File: config.mk
export PLATFORM = sky130hd
export DESIGN_NAME = sample_map_smooth_hysteresis_core_flat
export DESIGN_NICKNAME = d
export VERILOG_FILES = /design/src/rtl/core/smsh_pkg.sv /design/src/rtl/core/smsh_req_if.sv /design/src/rtl/core/smsh_rsp_if.sv /design/src/rtl/core/smsh_divider.sv /design/src/rtl/core/sample_map_smooth_hysteresis_core.sv /design/src/flat_wrapper.sv
export VERILOG_INCLUDE_DIRS = /design/src /design/src/rtl/core
export SDC_FILE = /design/constraint.sdc
export NUM_CORES = 2
export LEC_CHECK = 0
export BUFFER_PORTS_ARGS = -buffer_cell sky130_fd_sc_hd__clkbuf_2
export CAP_MARGIN = 20
export CORE_MARGIN = 3
export CORE_UTILIZATION = 35
export CTS_BUF_LIST = sky130_fd_sc_hd__clkbuf_4
export CTS_CLUSTER_DIAMETER = 50
export CTS_CLUSTER_SIZE = 8
export DETAILED_ROUTE_END_ITERATION = 10
export PLACE_DENSITY_LB_ADDON = 0.1
export SETUP_SLACK_MARGIN = 0.05
export SLEW_MARGIN = 20
export SYNTH_ARGS = -nofsm -noshare
export SYNTH_HDL_FRONTEND = slang
export SYNTH_SLANG_ARGS = --single-unit
File: constraint.sdc
create_clock -name clock -period 19.8 [get_ports clock]
set_input_delay 2.97 -clock clock [delete_from_list [all_inputs] [get_ports clock]]
set_output_delay 2.97 -clock clock [all_outputs]
set_load 0.03 [all_outputs]
File: src/rtl/core/sample_map_smooth_hysteresis_core_defines.svh
// Assertion macros shared by the sample mapper RTL.
// No dependencies; the including module must have signals named clock and reset.
`ifndef SAMPLE_MAP_SMOOTH_HYSTERESIS_CORE_DEFINES_SVH
`define SAMPLE_MAP_SMOOTH_HYSTERESIS_CORE_DEFINES_SVH

`ifndef SYNTHESIS
// property checked outside reset
`define SMSH_ASSERT(label, prop) \
   label: assert property (@(posedge clock) disable iff (reset) prop) \
      else $error("%m: assertion failed");
// property checked on every edge, reset included
`define SMSH_ASSERT_ALWAYS(label, prop) \
   label: assert property (@(posedge clock) prop) \
      else $error("%m: assertion failed");
`else
`define SMSH_ASSERT(label, prop)
`define SMSH_ASSERT_ALWAYS(label, prop)
`endif

`endif

File: src/rtl/core/smsh_pkg.sv
// Package of the sample mapper: widths, fixed-point constants, state and register codes,
// divider control/status structs and the saturation helper. No dependencies.
`timescale 1ns / 1ps
`default_nettype none

package smsh_pkg;

   localparam int FRAC_BITS   = 16;
   localparam int SAMPLE_W    = 16;
   localparam int VAL_W       = 24;
   localparam int WEIGHT_W    = 17;
   localparam int WEIGHT_FRAC = 16;
   localparam int BAND_W      = 23;
   localparam int CSR_DATA_W  = 32;
   localparam int CSR_ADDR_W  = 5;

   // |sample - low| fits SAMPLE_W unsigned bits; dividend is that shifted up by FRAC_BITS
   localparam int DIVISOR_W  = SAMPLE_W;
   localparam int DIVIDEND_W = SAMPLE_W + FRAC_BITS;
   localparam int DIV_CNT_W  = $clog2(DIVIDEND_W);
   localparam int QS_W       = DIVIDEND_W + 1;
   localparam int SAT_W      = 48;

   localparam logic signed [VAL_W-1:0] VAL_MAX = {1'b0, {(VAL_W-1){1'b1}}};
   localparam logic signed [VAL_W-1:0] VAL_MIN = {1'b1, {(VAL_W-1){1'b0}}};
   localparam logic signed [VAL_W-1:0] ONE_VAL =
      (FRAC_BITS >= VAL_W - 1) ? VAL_MAX : VAL_W'(1 << FRAC_BITS);

   typedef enum logic [2:0] {
      S_IDLE,
      S_DIV,
      S_FIX,
      S_MAP,
      S_MUL,
      S_AVG,
      S_HYS,
      S_DONE
   } state_type;

   typedef enum logic [2:0] {
      CSR_INPUT_LOW,
      CSR_INPUT_HIGH,
      CSR_WRAP_ENABLE,
      CSR_CLAMP_ENABLE,
      CSR_SMOOTHING_ENABLE,
      CSR_SMOOTHING_WEIGHT,
      CSR_HYSTERESIS_ENABLE,
      CSR_HYSTERESIS_BAND
   } csr_index_type;

   typedef struct packed {
      logic start;
   } div_ctrl_type;

   typedef struct packed {
      logic busy;
      logic done;
      logic rem_nonzero;
   } div_stat_type;

   function automatic logic signed [VAL_W-1:0] sat_val(input logic signed [SAT_W-1:0] x);
      logic signed [VAL_W-1:0] r;
      if (x > SAT_W'(VAL_MAX)) begin
         r = VAL_MAX;
      end else if (x < SAT_W'(VAL_MIN)) begin
         r = VAL_MIN;
      end else begin
         r = x[VAL_W-1:0];
      end
      return r;
   endfunction

endpackage

`default_nettype wire

File: src/rtl/core/smsh_req_if.sv
// Input channel of the sample mapper: one raw sample per transfer.
// Depends on smsh_pkg.
`timescale 1ns / 1ps
`default_nettype none

interface smsh_req_if;
   logic                                   valid;
   logic                                   ready;
   logic signed [smsh_pkg::SAMPLE_W-1:0]   raw_sample;

   modport source (output valid, output raw_sample, input ready);
   modport sink   (input valid, input raw_sample, output ready);
endinterface

`default_nettype wire

File: src/rtl/core/smsh_rsp_if.sv
// Result channel of the sample mapper: mapped value, level and saturation flag.
// Depends on smsh_pkg.
`timescale 1ns / 1ps
`default_nettype none

interface smsh_rsp_if;
   logic                                valid;
   logic                                ready;
   logic signed [smsh_pkg::VAL_W-1:0]   smoothed_value;
   logic signed [smsh_pkg::VAL_W-1:0]   level_value;
   logic                                saturated;

   modport source (output valid, output smoothed_value, output level_value,
                   output saturated, input ready);
   modport sink   (input valid, input smoothed_value, input level_value,
                   input saturated, output ready);
endinterface

`default_nettype wire

File: src/rtl/core/smsh_divider.sv
// Radix-2 restoring divider, one quotient bit per cycle, unsigned magnitudes.
// Depends on smsh_pkg (widths, control and status structs).
`timescale 1ns / 1ps
`default_nettype none

module smsh_divider (
   input  wire logic                                 clock,
   input  wire logic                                 reset,
   input  wire smsh_pkg::div_ctrl_type               ctrl,
   input  wire logic [smsh_pkg::DIVIDEND_W-1:0]      dividend,
   input  wire logic [smsh_pkg::DIVISOR_W-1:0]       divisor,
   output      logic [smsh_pkg::DIVIDEND_W-1:0]      quotient,
   output      smsh_pkg::div_stat_type               status
);

   logic                                 busy_ff, busy_in;
   logic                                 done_ff, done_in;
   logic [smsh_pkg::DIV_CNT_W-1:0]       cnt_ff, cnt_in;
   logic [smsh_pkg::DIVIDEND_W-1:0]      quo_ff, quo_in;
   logic [smsh_pkg::DIVISOR_W-1:0]       rem_ff, rem_in;
   logic [smsh_pkg::DIVISOR_W-1:0]       dsr_ff, dsr_in;
   logic [smsh_pkg::DIVISOR_W:0]         trial;
   logic [smsh_pkg::DIVISOR_W+1:0]       sub;

   // shift the next dividend bit into the partial remainder and try the subtract
   assign trial = {rem_ff, quo_ff[smsh_pkg::DIVIDEND_W-1]};
   assign sub   = {1'b0, trial} - {2'b00, dsr_ff};

   always_comb begin
      busy_in = busy_ff;
      done_in = 1'b0;
      cnt_in  = cnt_ff;
      quo_in  = quo_ff;
      rem_in  = rem_ff;
      dsr_in  = dsr_ff;
      if (ctrl.start) begin
         busy_in = 1'b1;
         cnt_in  = smsh_pkg::DIV_CNT_W'(smsh_pkg::DIVIDEND_W - 1);
         quo_in  = dividend;
         rem_in  = '0;
         dsr_in  = divisor;
      end else if (busy_ff) begin
         if (!sub[smsh_pkg::DIVISOR_W+1]) begin
            rem_in = sub[smsh_pkg::DIVISOR_W-1:0];
         end else begin
            rem_in = trial[smsh_pkg::DIVISOR_W-1:0];
         end
         quo_in = {quo_ff[smsh_pkg::DIVIDEND_W-2:0], ~sub[smsh_pkg::DIVISOR_W+1]};
         cnt_in = cnt_ff - 1'b1;
         if (cnt_ff == '0) begin
            busy_in = 1'b0;
            done_in = 1'b1;
         end
      end
   end

   always_ff @(posedge clock) begin
      if (reset) begin
         busy_ff <= 1'b0;
         done_ff <= 1'b0;
      end else begin
         busy_ff <= busy_in;
         done_ff <= done_in;
      end
      cnt_ff <= cnt_in;
      quo_ff <= quo_in;
      rem_ff <= rem_in;
      dsr_ff <= dsr_in;
   end

   assign quotient           = quo_ff;
   assign status.busy        = busy_ff;
   assign status.done        = done_ff;
   assign status.rem_nonzero = (rem_ff != '0);

endmodule

`default_nettype wire

File: src/rtl/core/sample_map_smooth_hysteresis_core.sv
// Sample mapper top level: maps a raw sample to a unit range, wraps or clamps,
// smooths with an EMA and applies two-level hysteresis.
//
// Usage:
//   req_bus  : one signed 16-bit raw_sample per transfer (valid/ready).
//   rsp_bus  : one result per sample: smoothed_value, level_value (Q7.16), saturated.
//   csr_*    : APB-style register port, register i at byte address 4*i, pready tied high.
//              The user must change registers only while no sample is in flight;
//              the block itself does not enforce this.
//   The quotient comes from a radix-2 divider that retires one bit per cycle,
//   FRAC_BITS+16 bits in all. An accepted sample passes through S_DIV, S_FIX, S_MAP,
//   S_MUL, S_AVG, S_HYS and S_DONE; the next sample is taken only after the result
//   is loaded, so no new sample is accepted while one is in flight. With equal input
//   bounds the divider is skipped and S_DIV is not entered.
//   The multiply for the average has a step of its own, S_MUL.
// Reset (synchronous, active high): registers take their documented defaults, the
//   average is cleared and unprimed, the held level is low, no result is pending.
// Stall: a finished result waits in the output register; the sequencer holds in its
//   last step until that register is free, and a new sample is taken as soon as the
//   result is loaded, even if the receiver has not yet taken it.
`timescale 1ns / 1ps
`default_nettype none
`include "sample_map_smooth_hysteresis_core_defines.svh"

module sample_map_smooth_hysteresis_core (
   input  wire logic                               clock,
   input  wire logic                               reset,
   smsh_req_if.sink                                req_bus,
   smsh_rsp_if.source                              rsp_bus,
   input  wire logic                               csr_psel,
   input  wire logic                               csr_penable,
   input  wire logic                               csr_pwrite,
   input  wire logic [smsh_pkg::CSR_ADDR_W-1:0]    csr_paddr,
   input  wire logic [smsh_pkg::CSR_DATA_W-1:0]    csr_pwdata,
   output      logic [smsh_pkg::CSR_DATA_W-1:0]    csr_prdata,
   output      logic                               csr_pready
);

   localparam int VW1    = smsh_pkg::VAL_W + 1;
   localparam int PROD_W = smsh_pkg::WEIGHT_W + 1 + VW1;

   // configuration
   logic signed [smsh_pkg::SAMPLE_W-1:0] low_ff, low_in;
   logic signed [smsh_pkg::SAMPLE_W-1:0] high_ff, high_in;
   logic                                 wrap_ff, wrap_in;
   logic                                 clamp_ff, clamp_in;
   logic                                 smooth_ff, smooth_in;
   logic [smsh_pkg::WEIGHT_W-1:0]        weight_ff, weight_in;
   logic                                 hyst_ff, hyst_in;
   logic [smsh_pkg::BAND_W-1:0]          band_ff, band_in;
   logic                                 csr_write;
   smsh_pkg::csr_index_type              csr_index;

   // sequencer and datapath
   smsh_pkg::state_type                  state_ff, state_in;
   logic                                 neg_ff, neg_in;
   logic                                 den_zero_ff, den_zero_in;
   logic signed [smsh_pkg::QS_W-1:0]     qs_ff, qs_in;
   logic signed [smsh_pkg::VAL_W-1:0]    val_ff, val_in;
   logic                                 sat_ff, sat_in;
   logic signed [PROD_W-1:0]             prod_ff, prod_in;
   logic signed [smsh_pkg::VAL_W-1:0]    avg_ff, avg_in;
   logic                                 primed_ff, primed_in;
   logic                                 held_ff, held_in;
   logic signed [smsh_pkg::VAL_W-1:0]    level_ff, level_in;

   logic                                 rsp_valid_ff, rsp_valid_in;
   logic signed [smsh_pkg::VAL_W-1:0]    rsp_smoothed_ff, rsp_smoothed_in;
   logic signed [smsh_pkg::VAL_W-1:0]    rsp_level_ff, rsp_level_in;
   logic                                 rsp_sat_ff, rsp_sat_in;
   logic                                 rsp_load;

   // combinational helpers
   logic signed [smsh_pkg::SAMPLE_W:0]   diff17;
   logic signed [smsh_pkg::SAMPLE_W:0]   den17;
   logic signed [smsh_pkg::SAMPLE_W:0]   diff_abs;
   logic signed [smsh_pkg::SAMPLE_W:0]   den_abs;
   logic [smsh_pkg::DIVIDEND_W-1:0]      dividend;
   logic [smsh_pkg::DIVISOR_W-1:0]       divisor;
   logic [smsh_pkg::DIVIDEND_W-1:0]      quotient;
   logic signed [smsh_pkg::QS_W-1:0]     uq_ext;
   logic signed [smsh_pkg::QS_W-1:0]     frac_ext;
   logic signed [smsh_pkg::VAL_W-1:0]    mapped;
   logic signed [VW1-1:0]                avg_diff;
   logic signed [smsh_pkg::SAT_W-1:0]    avg_sum;
   logic signed [smsh_pkg::VAL_W-1:0]    avg_new;
   logic signed [smsh_pkg::VAL_W-1:0]    prev_level;
   logic signed [VW1-1:0]                hyst_diff;
   logic signed [VW1-1:0]                hyst_abs;
   logic                                 held_next;

   smsh_pkg::div_ctrl_type               div_ctrl;
   smsh_pkg::div_stat_type               div_stat;

   smsh_divider u_divider (
      .clock    (clock),
      .reset    (reset),
      .ctrl     (div_ctrl),
      .dividend (dividend),
      .divisor  (divisor),
      .quotient (quotient),
      .status   (div_stat)
   );

   // ---------------- register port ----------------
   assign csr_pready = 1'b1;
   assign csr_write  = csr_psel && csr_penable && csr_pwrite;
   assign csr_index  = smsh_pkg::csr_index_type'(csr_paddr[4:2]);

   always_comb begin
      low_in    = low_ff;
      high_in   = high_ff;
      wrap_in   = wrap_ff;
      clamp_in  = clamp_ff;
      smooth_in = smooth_ff;
      weight_in = weight_ff;
      hyst_in   = hyst_ff;
      band_in   = band_ff;
      if (csr_write) begin
         case (csr_index)
            smsh_pkg::CSR_INPUT_LOW:         low_in    = csr_pwdata[smsh_pkg::SAMPLE_W-1:0];
            smsh_pkg::CSR_INPUT_HIGH:        high_in   = csr_pwdata[smsh_pkg::SAMPLE_W-1:0];
            smsh_pkg::CSR_WRAP_ENABLE:       wrap_in   = csr_pwdata[0];
            smsh_pkg::CSR_CLAMP_ENABLE:      clamp_in  = csr_pwdata[0];
            smsh_pkg::CSR_SMOOTHING_ENABLE:  smooth_in = csr_pwdata[0];
            smsh_pkg::CSR_SMOOTHING_WEIGHT:  weight_in = csr_pwdata[smsh_pkg::WEIGHT_W-1:0];
            smsh_pkg::CSR_HYSTERESIS_ENABLE: hyst_in   = csr_pwdata[0];
            smsh_pkg::CSR_HYSTERESIS_BAND:   band_in   = csr_pwdata[smsh_pkg::BAND_W-1:0];
            default: ;
         endcase
      end
   end

   always_comb begin
      csr_prdata = '0;
      case (csr_index)
         smsh_pkg::CSR_INPUT_LOW:
            csr_prdata = smsh_pkg::CSR_DATA_W'(unsigned'(low_ff));
         smsh_pkg::CSR_INPUT_HIGH:
            csr_prdata = smsh_pkg::CSR_DATA_W'(unsigned'(high_ff));
         smsh_pkg::CSR_WRAP_ENABLE:       csr_prdata = smsh_pkg::CSR_DATA_W'(wrap_ff);
         smsh_pkg::CSR_CLAMP_ENABLE:      csr_prdata = smsh_pkg::CSR_DATA_W'(clamp_ff);
         smsh_pkg::CSR_SMOOTHING_ENABLE:  csr_prdata = smsh_pkg::CSR_DATA_W'(smooth_ff);
         smsh_pkg::CSR_SMOOTHING_WEIGHT:  csr_prdata = smsh_pkg::CSR_DATA_W'(weight_ff);
         smsh_pkg::CSR_HYSTERESIS_ENABLE: csr_prdata = smsh_pkg::CSR_DATA_W'(hyst_ff);
         smsh_pkg::CSR_HYSTERESIS_BAND:   csr_prdata = smsh_pkg::CSR_DATA_W'(band_ff);
         default:                         csr_prdata = '0;
      endcase
   end

   // ---------------- datapath helpers ----------------
   assign diff17   = (smsh_pkg::SAMPLE_W+1)'(req_bus.raw_sample) -
                     (smsh_pkg::SAMPLE_W+1)'(low_ff);
   assign den17    = (smsh_pkg::SAMPLE_W+1)'(high_ff) - (smsh_pkg::SAMPLE_W+1)'(low_ff);
   assign diff_abs = diff17[smsh_pkg::SAMPLE_W] ? -diff17 : diff17;
   assign den_abs  = den17[smsh_pkg::SAMPLE_W] ? -den17 : den17;
   assign dividend = {diff_abs[smsh_pkg::SAMPLE_W-1:0], {smsh_pkg::FRAC_BITS{1'b0}}};
   assign divisor  = den_abs[smsh_pkg::DIVISOR_W-1:0];

   assign div_ctrl.start = (state_ff == smsh_pkg::S_IDLE) && req_bus.valid && (den17 != '0);

   // floor quotient: a negative inexact result is one below the truncated one
   assign uq_ext   = smsh_pkg::QS_W'(quotient);
   assign frac_ext = smsh_pkg::QS_W'(qs_ff[smsh_pkg::FRAC_BITS-1:0]);

   always_comb begin
      mapped = smsh_pkg::sat_val(smsh_pkg::SAT_W'(qs_ff));
      if (clamp_ff) begin
         if (mapped < 0) begin
            mapped = '0;
         end else if (mapped > smsh_pkg::ONE_VAL) begin
            mapped = smsh_pkg::ONE_VAL;
         end
      end
      if (wrap_ff) begin
         mapped = smsh_pkg::sat_val(smsh_pkg::SAT_W'(frac_ext));
      end
   end

   assign avg_diff = VW1'(val_ff) - VW1'(avg_ff);
   // arithmetic shift gives the floor of the weighted step
   assign avg_sum  = smsh_pkg::SAT_W'(avg_ff) +
                     smsh_pkg::SAT_W'($signed(prod_ff[PROD_W-1:smsh_pkg::WEIGHT_FRAC]));
   assign avg_new  = smsh_pkg::sat_val(avg_sum);

   assign prev_level = held_ff ? smsh_pkg::ONE_VAL : '0;
   assign hyst_diff  = VW1'(val_ff) - VW1'(prev_level);
   assign hyst_abs   = hyst_diff[VW1-1] ? -hyst_diff : hyst_diff;
   assign held_next  = (val_ff > prev_level);

   assign rsp_load = (state_ff == smsh_pkg::S_DONE) && (!rsp_valid_ff || rsp_bus.ready);

   // ---------------- sequencer ----------------
   always_comb begin
      state_in        = state_ff;
      neg_in          = neg_ff;
      den_zero_in     = den_zero_ff;
      qs_in           = qs_ff;
      val_in          = val_ff;
      sat_in          = sat_ff;
      prod_in         = prod_ff;
      avg_in          = avg_ff;
      primed_in       = primed_ff;
      held_in         = held_ff;
      level_in        = level_ff;
      rsp_valid_in    = rsp_valid_ff;
      rsp_smoothed_in = rsp_smoothed_ff;
      rsp_level_in    = rsp_level_ff;
      rsp_sat_in      = rsp_sat_ff;
      req_bus.ready   = 1'b0;

      if (rsp_valid_ff && rsp_bus.ready) begin
         rsp_valid_in = 1'b0;
      end

      case (state_ff)
         smsh_pkg::S_IDLE: begin
            req_bus.ready = 1'b1;
            if (req_bus.valid) begin
               neg_in      = diff17[smsh_pkg::SAMPLE_W] ^ den17[smsh_pkg::SAMPLE_W];
               den_zero_in = (den17 == '0);
               state_in    = (den17 == '0) ? smsh_pkg::S_FIX : smsh_pkg::S_DIV;
            end
         end
         smsh_pkg::S_DIV: begin
            if (div_stat.done) begin
               state_in = smsh_pkg::S_FIX;
            end
         end
         smsh_pkg::S_FIX: begin
            if (den_zero_ff) begin
               qs_in = '0;
            end else if (neg_ff) begin
               qs_in = div_stat.rem_nonzero ? ~uq_ext : -uq_ext;
            end else begin
               qs_in = uq_ext;
            end
            state_in = smsh_pkg::S_MAP;
         end
         smsh_pkg::S_MAP: begin
            sat_in   = (qs_ff > smsh_pkg::QS_W'(smsh_pkg::VAL_MAX)) ||
                       (qs_ff < smsh_pkg::QS_W'(smsh_pkg::VAL_MIN));
            val_in   = mapped;
            state_in = smsh_pkg::S_MUL;
         end
         smsh_pkg::S_MUL: begin
            prod_in  = $signed({1'b0, weight_ff}) * avg_diff;
            state_in = smsh_pkg::S_AVG;
         end
         smsh_pkg::S_AVG: begin
            if (smooth_ff) begin
               if (!primed_ff) begin
                  avg_in    = val_ff;
                  primed_in = 1'b1;
               end else begin
                  avg_in = avg_new;
                  val_in = avg_new;
               end
            end
            state_in = smsh_pkg::S_HYS;
         end
         smsh_pkg::S_HYS: begin
            level_in = val_ff;
            if (hyst_ff) begin
               if (hyst_abs <= VW1'(band_ff)) begin
                  level_in = prev_level;
               end else begin
                  held_in  = held_next;
                  level_in = held_next ? smsh_pkg::ONE_VAL : '0;
               end
            end
            state_in = smsh_pkg::S_DONE;
         end
         smsh_pkg::S_DONE: begin
            if (rsp_load) begin
               rsp_valid_in    = 1'b1;
               rsp_smoothed_in = val_ff;
               rsp_level_in    = level_ff;
               rsp_sat_in      = sat_ff;
               state_in        = smsh_pkg::S_IDLE;
            end
         end
         default: state_in = smsh_pkg::S_IDLE;
      endcase
   end

   always_ff @(posedge clock) begin
      if (reset) begin
         low_ff       <= '0;
         high_ff      <= 16'sd32767;
         wrap_ff      <= 1'b0;
         clamp_ff     <= 1'b1;
         smooth_ff    <= 1'b0;
         weight_ff    <= 17'd16384;
         hyst_ff      <= 1'b0;
         band_ff      <= 23'd6554;
         state_ff     <= smsh_pkg::S_IDLE;
         avg_ff       <= '0;
         primed_ff    <= 1'b0;
         held_ff      <= 1'b0;
         rsp_valid_ff <= 1'b0;
      end else begin
         low_ff       <= low_in;
         high_ff      <= high_in;
         wrap_ff      <= wrap_in;
         clamp_ff     <= clamp_in;
         smooth_ff    <= smooth_in;
         weight_ff    <= weight_in;
         hyst_ff      <= hyst_in;
         band_ff      <= band_in;
         state_ff     <= state_in;
         avg_ff       <= avg_in;
         primed_ff    <= primed_in;
         held_ff      <= held_in;
         rsp_valid_ff <= rsp_valid_in;
      end
      neg_ff          <= neg_in;
      den_zero_ff     <= den_zero_in;
      qs_ff           <= qs_in;
      val_ff          <= val_in;
      sat_ff          <= sat_in;
      prod_ff         <= prod_in;
      level_ff        <= level_in;
      rsp_smoothed_ff <= rsp_smoothed_in;
      rsp_level_ff    <= rsp_level_in;
      rsp_sat_ff      <= rsp_sat_in;
   end

   assign rsp_bus.valid          = rsp_valid_ff;
   assign rsp_bus.smoothed_value = rsp_smoothed_ff;
   assign rsp_bus.level_value    = rsp_level_ff;
   assign rsp_bus.saturated      = rsp_sat_ff;

   // ---------------- checks ----------------
   `SMSH_ASSERT(a_div_start_idle,
      div_ctrl.start |-> (state_ff == smsh_pkg::S_IDLE) && !div_stat.busy)
   `SMSH_ASSERT(a_div_done_in_div, div_stat.done |-> (state_ff == smsh_pkg::S_DIV))
   `SMSH_ASSERT(a_level_passthru,
      (rsp_load && !hyst_ff) |=> (rsp_level_ff == rsp_smoothed_ff))
   `SMSH_ASSERT(a_hold_on_stall,
      ((state_ff == smsh_pkg::S_DONE) && rsp_valid_ff && !rsp_bus.ready)
         |=> (state_ff == smsh_pkg::S_DONE))
   `SMSH_ASSERT_ALWAYS(a_primed_sticky, $fell(primed_ff) |-> $past(reset))

endmodule

`default_nettype wire
File: src/flat_wrapper.sv
// flat-port wrapper written by rule: the top's interface ports become plain ports
module sample_map_smooth_hysteresis_core_flat 
  (clock, reset, csr_psel, csr_penable, csr_pwrite, csr_paddr, csr_pwdata, csr_prdata, csr_pready, req_bus_valid, req_bus_raw_sample, req_bus_ready, rsp_bus_valid, rsp_bus_smoothed_value, rsp_bus_level_value, rsp_bus_saturated, rsp_bus_ready);
  smsh_req_if req_bus_i ();
  smsh_rsp_if rsp_bus_i ();
  input  wire logic clock;
  input  wire logic reset;
  input  wire logic csr_psel;
  input  wire logic csr_penable;
  input  wire logic csr_pwrite;
  input  wire logic [smsh_pkg::CSR_ADDR_W-1:0] csr_paddr;
  input  wire logic [smsh_pkg::CSR_DATA_W-1:0] csr_pwdata;
  output      logic [smsh_pkg::CSR_DATA_W-1:0] csr_prdata;
  output      logic csr_pready;
  input wire logic [$bits(req_bus_i.valid)-1:0] req_bus_valid;
  input wire logic [$bits(req_bus_i.raw_sample)-1:0] req_bus_raw_sample;
  output wire logic [$bits(req_bus_i.ready)-1:0] req_bus_ready;
  output wire logic [$bits(rsp_bus_i.valid)-1:0] rsp_bus_valid;
  output wire logic [$bits(rsp_bus_i.smoothed_value)-1:0] rsp_bus_smoothed_value;
  output wire logic [$bits(rsp_bus_i.level_value)-1:0] rsp_bus_level_value;
  output wire logic [$bits(rsp_bus_i.saturated)-1:0] rsp_bus_saturated;
  input wire logic [$bits(rsp_bus_i.ready)-1:0] rsp_bus_ready;
  assign req_bus_i.valid = req_bus_valid;
  assign req_bus_i.raw_sample = req_bus_raw_sample;
  assign req_bus_ready = req_bus_i.ready;
  assign rsp_bus_valid = rsp_bus_i.valid;
  assign rsp_bus_smoothed_value = rsp_bus_i.smoothed_value;
  assign rsp_bus_level_value = rsp_bus_i.level_value;
  assign rsp_bus_saturated = rsp_bus_i.saturated;
  assign rsp_bus_i.ready = rsp_bus_ready;
  sample_map_smooth_hysteresis_core u_core (.clock(clock), .reset(reset), .req_bus(req_bus_i), .rsp_bus(rsp_bus_i), .csr_psel(csr_psel), .csr_penable(csr_penable), .csr_pwrite(csr_pwrite), .csr_paddr(csr_paddr), .csr_pwdata(csr_pwdata), .csr_prdata(csr_prdata), .csr_pready(csr_pready));
endmodule
Word level (Yosys, flattened, before mapping)

Index checks and enable logic that the tools add are counted.

Bits of input ports: 60
Register bits: 353
Word-level logic and storage cells: 151

Eq/ne operators: 18
Bitwise gates (word level): 6
$add $sub $neg: 11
Mux-type cells: 39
$lt $le $gt $ge: 12
Multipliers: 1
Reduce and logical (&&, ||, !) cells: 33

Operators with widths:

| cell                                                             | number |
|---|---|
| two-way mux 24 bit                                               | 14 |
| case mux 32 bit (8 select lines)                                 | 1 |
| two-way mux 32 bit                                               | 3 |
| greater-than comparator 33 x 24 -> 1 bit (second input constant) | 2 |
| less-than comparator 33 x 24 -> 1 bit (second input constant)    | 2 |
| greater-than comparator 48 x 24 -> 1 bit (second input constant) | 1 |
| less-than comparator 48 x 24 -> 1 bit (second input constant)    | 1 |
| two-way mux 16 bit                                               | 3 |
| case mux 24 bit (2 select lines)                                 | 1 |
| multiplier 18 x 25 -> 43 bit                                     | 1 |
| two-way mux 17 bit                                               | 2 |
| subtractor 16 x 16 -> 17 bit                                     | 2 |
| two-way mux 33 bit                                               | 1 |
| negator 32 -> 33 bit                                             | 1 |
| inverter 32 -> 33 bit                                            | 1 |
| negator 16 bit                                                   | 2 |
| adder 24 x 27 -> 28 bit                                          | 1 |
| <= comparator 25 x 23 -> 1 bit                                   | 1 |
| two-way mux 25 bit                                               | 1 |
| negator 25 bit                                                   | 1 |
| subtractor 24 x 18 -> 25 bit                                     | 1 |
| subtractor 24 x 24 -> 25 bit                                     | 1 |
| == test 3 bit (second input constant)                            | 8 |
| greater-than comparator 24 x 18 -> 1 bit                         | 1 |
| 29 further kinds                                                 | 67 |

Longest topological paths before layout

Depth in word-level cells: 9
Depth in mapped cells: 37
Depth with buffers taken out: 36

Modules after synthesis

A second synthesis with hierarchy kept.

Cells, all modules: 3859
Area total of the unflattened synthesis: 35515.3 um^2

By module, submodules not included:

| module                            | seq. area each (um^2) | instances | cells each | area each (um^2) |
|---|---|---|---|---|
| sample_map_smooth_hysteresis_core | 6926.6                | 1         | 3531       | 31776.7 |
| smsh_divider                      | 1901.8                | 1         | 328        | 3738.6 |

Worst setup path before layout

OpenSTA, ideal clock, no wires.

Path type: register to register
From: register u_core.val_ff[0] in the netlist's numbering
To: register u_core.prod_ff[42] (data pin)
Setup slack: 11.310 ns
Stages on the path, launching flop included: 36
Library setup time: 0.263 ns
Arrival: 8.227 ns
Data required time: 19.537 ns
Path through: edfxtp_1 inv_1 ha_1 inv_1 fa_1 a21o_1 a21o_1 a21oi_1 o21ai_1 a21oi_1 o21ai_0 a21oi_1 o21bai_1 xor2_1 clkbuf_1 nand2_1 fa_1 fa_1 fa_1 inv_1 fa_1 inv_1 fa_1 inv_1 fa_1 ha_1 nand3_1 nor3_1 o21ai_0 and4b_1 o31ai_2 a31oi_1 o211ai_1 nand3_1 a311oi_1 xnor2_1

Longest elaborated chain between the ends: 2

RTL lines:

| what                         | RTL line                                 | text |
|---|---|---|
| start: declaration           | sample_map_smooth_hysteresis_core.sv:59  | `logic signed [smsh_pkg::VAL_W-1:0] val_ff, val_in;` |
| start signal: assignment     | sample_map_smooth_hysteresis_core.sv:320 | `val_ff <= val_in;` |
| subtractor 24 x 24 -> 25 bit | sample_map_smooth_hysteresis_core.sv:180 | `assign avg_diff = VW1'(val_ff) - VW1'(avg_ff);` |
| multiplier 18 x 25 -> 43 bit | sample_map_smooth_hysteresis_core.sv:247 | `prod_in = $signed({1'b0, weight_ff}) * avg_diff;` |
| end signal: assignment       | sample_map_smooth_hysteresis_core.sv:322 | `prod_ff <= prod_in;` |
| end: declaration             | sample_map_smooth_hysteresis_core.sv:61  | `logic signed [PROD_W-1:0] prod_ff, prod_in;` |

Every way passes these cells.
A chain may end at the register's enable or synchronous reset.

Worst setup path after layout

Same ends and word-level chain as after synthesis.

==> results.sh <==
export IMPL_die_y_um=325
export IMPL_grt_ovfl_total=0
export IMPL_min_path_type="reg -> reg"
export IMPL_vias=27000
export IMPL_cts_max_level=2
export IMPL_max_cap_violations=0
export IMPL_post_cts_repair_setup_buffers=0
export IMPL_cts_tree="done"
export IMPL_fin_cells=5388
export IMPL_path_max_fanout=17
export IMPL_antenna_found_initial=6
export IMPL_grt_max_degree=71
export IMPL_die_area_um2=106000
export IMPL_clock_sinks=337
export IMPL_synth_top_area_share_pct=23.5
export IMPL_die_x_um=325
export IMPL_status="complete, no violations"
export IMPL_grt_pass1_wl_mm=167
export IMPL_globalRouteTotalUtil_pct=20.2
export IMPL_irDropWorstVdd_v=0.0000479
export IMPL_postRouteAntennaNets=0
export IMPL_wirelength_mm=106
export IMPL_synth_distinct_cells=91
export IMPL_pin_count=144
export IMPL_dp_cells=5286
export IMPL_cts_root_buf="clkbuf_4"
export IMPL_critPathLaunch="u_core.val_ff[0]$_DFFE_PP_"
export IMPL_leakagePower_nw=17.3
export IMPL_required_ns=20.41
export IMPL_fmax_mhz=96.2
export IMPL_cp_slowest_cell="nand3_1"
export IMPL_finalSetupViolations=0
export IMPL_setup_tns_ns=0
export IMPL_grt_pass1_vias=27200
export IMPL_end_kind="flop"
export IMPL_relSlewSlack_pct=24.9
export IMPL_core_um2=101000
export IMPL_yosysTopAreaCell="fa_1"
export IMPL_critPathMostFrequentCell="fa_1"
export IMPL_slew_viol_final=0
export IMPL_drtPass1Iterations=5
export IMPL_syn_avg_cell_area_um2=9.09
export IMPL_drive_above_1_share_pct=8.62
export IMPL_nFillCells=10400
export IMPL_hold_buffers=0
export IMPL_start_util_pct=35.5
export IMPL_r2r_start="u_core.val_ff[0]$_DFFE_PP_"
export IMPL_final_nets=4694
export IMPL_drc_errors=0
export IMPL_ys_warn_count=0
export IMPL_synth_area_top_cells="fa_1 (23%), edfxtp_1 (16%), dfxtp_1 (8.1%)"
export IMPL_layout_min_cycle_time_ns=10.39
export IMPL_start_kind="flop"
export IMPL_seq_area_frac_synth_pct=24.3
export IMPL_yosysMostFrequentCell="inv_1"
export IMPL_cts_repair_resize_count=0
export IMPL_finalHoldViolCount=0
export IMPL_cts_made_buffers=53
export IMPL_crit_arrival_ns=11.00
export IMPL_place_congestion=0.832
export IMPL_cts_clk_slew_worst_paths_ns=0.11
export IMPL_critPathKind="reg -> reg"
export IMPL_post_dp_cell_area_um2=37800
export IMPL_skew_ns=0.0659
export IMPL_detailed_place_hpwl_mm=81.7
export IMPL_synthTopCellsByCount="inv_1 (621), nand2_1 (497), fa_1 (419)"
export IMPL_netlist_instances=3930
export IMPL_rsz0062_at_grt="false"
export IMPL_cellPowerDensity_nw_per_um2=49.1
export IMPL_area_growth_pct=8.34
export IMPL_period_share_pct=52.5
export IMPL_synthArstFlopShare_pct=0
export IMPL_io_buffers=122
export IMPL_viasPerCell=5.00
export IMPL_slowest_delay_ns=0.66
export IMPL_synth_area_um2=35700
export IMPL_wl_per_cell_um=19.7
export IMPL_fin_area_um2=38700
export IMPL_dr_first_iter_drc_count=1612
export IMPL_synth_edf_count=192
export IMPL_worstMarginPinSlew_ns=1.12
export IMPL_synthFlopType="edfxtp_1"
export IMPL_clk_latency_ns=0.87
export IMPL_min_from="u_core.level_ff[7]$_SDFFCE_PP0P_"
export IMPL_clk_path_buf_depth=3
export IMPL_ys_ff_latch=337
export IMPL_placementRows=116
## layer usage
metal | wire length [µm] | vias up | track usage, % | share of wire (%)
li1 | - | 13000 | - | -
met1 | 51100 | 13400 | 29.0 | 48
met2 | 49800 | 471 | 33.4 | 47
met3 | 3820 | 95 | 2.24 | 3.6
met4 | 1450 | 4 | 3.08 | 1.4
met5 | 28 | - | 0 | 0.026
## through the flow
stage | setup WS, ns | hold WS [ns] | power [mW] | util [%]
finish | 9.41 | 0.416 | 1.90 | 38.5
global route | 8.66 | 0.420 | 2.03 | 38.5
CTS | 9.43 | 0.419 | 1.93 | 38.4
detailed placement | 9.51 | 0.405 | 1.36 | 37.6
global placement | 9.46 | 0.400 | 1.36 | 37.6
floorplan | 11.31 | 0.400 | 1.21 | -
## state kept, by name (all words and copies together) (netlist names), 16 cells and up
name and flops:
u_core.rsp_bus.smoothed_value 24, u_core.u_divider.quotient 32, u_core.qs_ff 33, u_core.weight_ff 17
u_core.rsp_bus.level_value 24, u_core.val_ff 24, u_core.u_divider.rem_ff 16, u_core.level_ff 24
u_core.band_ff 23, u_core.low_ff 16, u_core.u_divider.dsr_ff 16, u_core.high_ff 16
u_core.avg_ff 24, u_core.prod_ff 27
## report_power, final
part / internal [mW] / switching (mW)
Combinational: 0.183 / 0.309
Sequential: 0.792 / 0.0527
Clock: 0.277 / 0.287
Total: 1.25 / 0.649
## final cells by class
class	count	area, µm²	area share [%]
repair buffers	190	1130	2.92
clock buffers	80	601	1.55
diodes	6	15.0	0.0388
well taps	1357	1700	4.39
clock inverters	15	251	0.650
inverters	621	2330	6.02
multi-input cells	2782	24000	62.0
flip-flops and latches	337	8680	22.4
## path summary, 6_finish.rpt
| kind | cells past startpoint | to | slack, ns |
|---|---|---|---|
| worst max register to register | 33 | u_core.prod_ff[42]$_DFFE_PP_ | 9.41 |
| worst max-delay path | 33 | u_core.prod_ff[42]$_DFFE_PP_ | 9.41 |
| worst min register to register | 0 | u_core.rsp_bus.level_value[7]$_DFFE_PP_ | 0.42 |
| worst min-delay path | 0 | u_core.rsp_bus.level_value[7]$_DFFE_PP_ | 0.42 |
## cell usage in the layout, fill, tap and decap left out, types with 26 or more instances in the layout
cell type / count
nor2b_1: 57
edfxtp_1: 192
o211ai_1: 35
a21o_1: 51
and3b_1: 26
buf_4: 67
nor2_1: 189
o21ai_0: 105
dfxtp_1: 138
nor3_1: 58
a211oi_1: 33
clkbuf_2: 121
ha_1: 230
a21oi_1: 195
fa_1: 419
mux2i_1: 79
inv_1: 621
o22ai_1: 28
nand3_1: 49
xnor2_1: 105
and2_1: 175
nand2_1: 497
xor2_1: 84
clkbuf_4: 80
## cell families after synthesis
kind of cell / synth area share (%)
other: 0.0210
xor gates and xnor gates: 4.66
and+or+nand+nor: 16.4
AOI/OAI and AO/OA: 11.9
DFF: 24.3
buffers and inverters: 8.81
muxes: 2.43
adders and majority gates: 31.5
## critical path, delay by kind of cell (launching register included)
family	cells	cell delay [ns]
fa+ha+maj	9	4.08
compound gates	12	3.02
simple gates	5	1.62
buf+inv	6	0.64
flops	1	0.58
xor+xnor	1	0.16
Power figures use the tool's default switching activity.
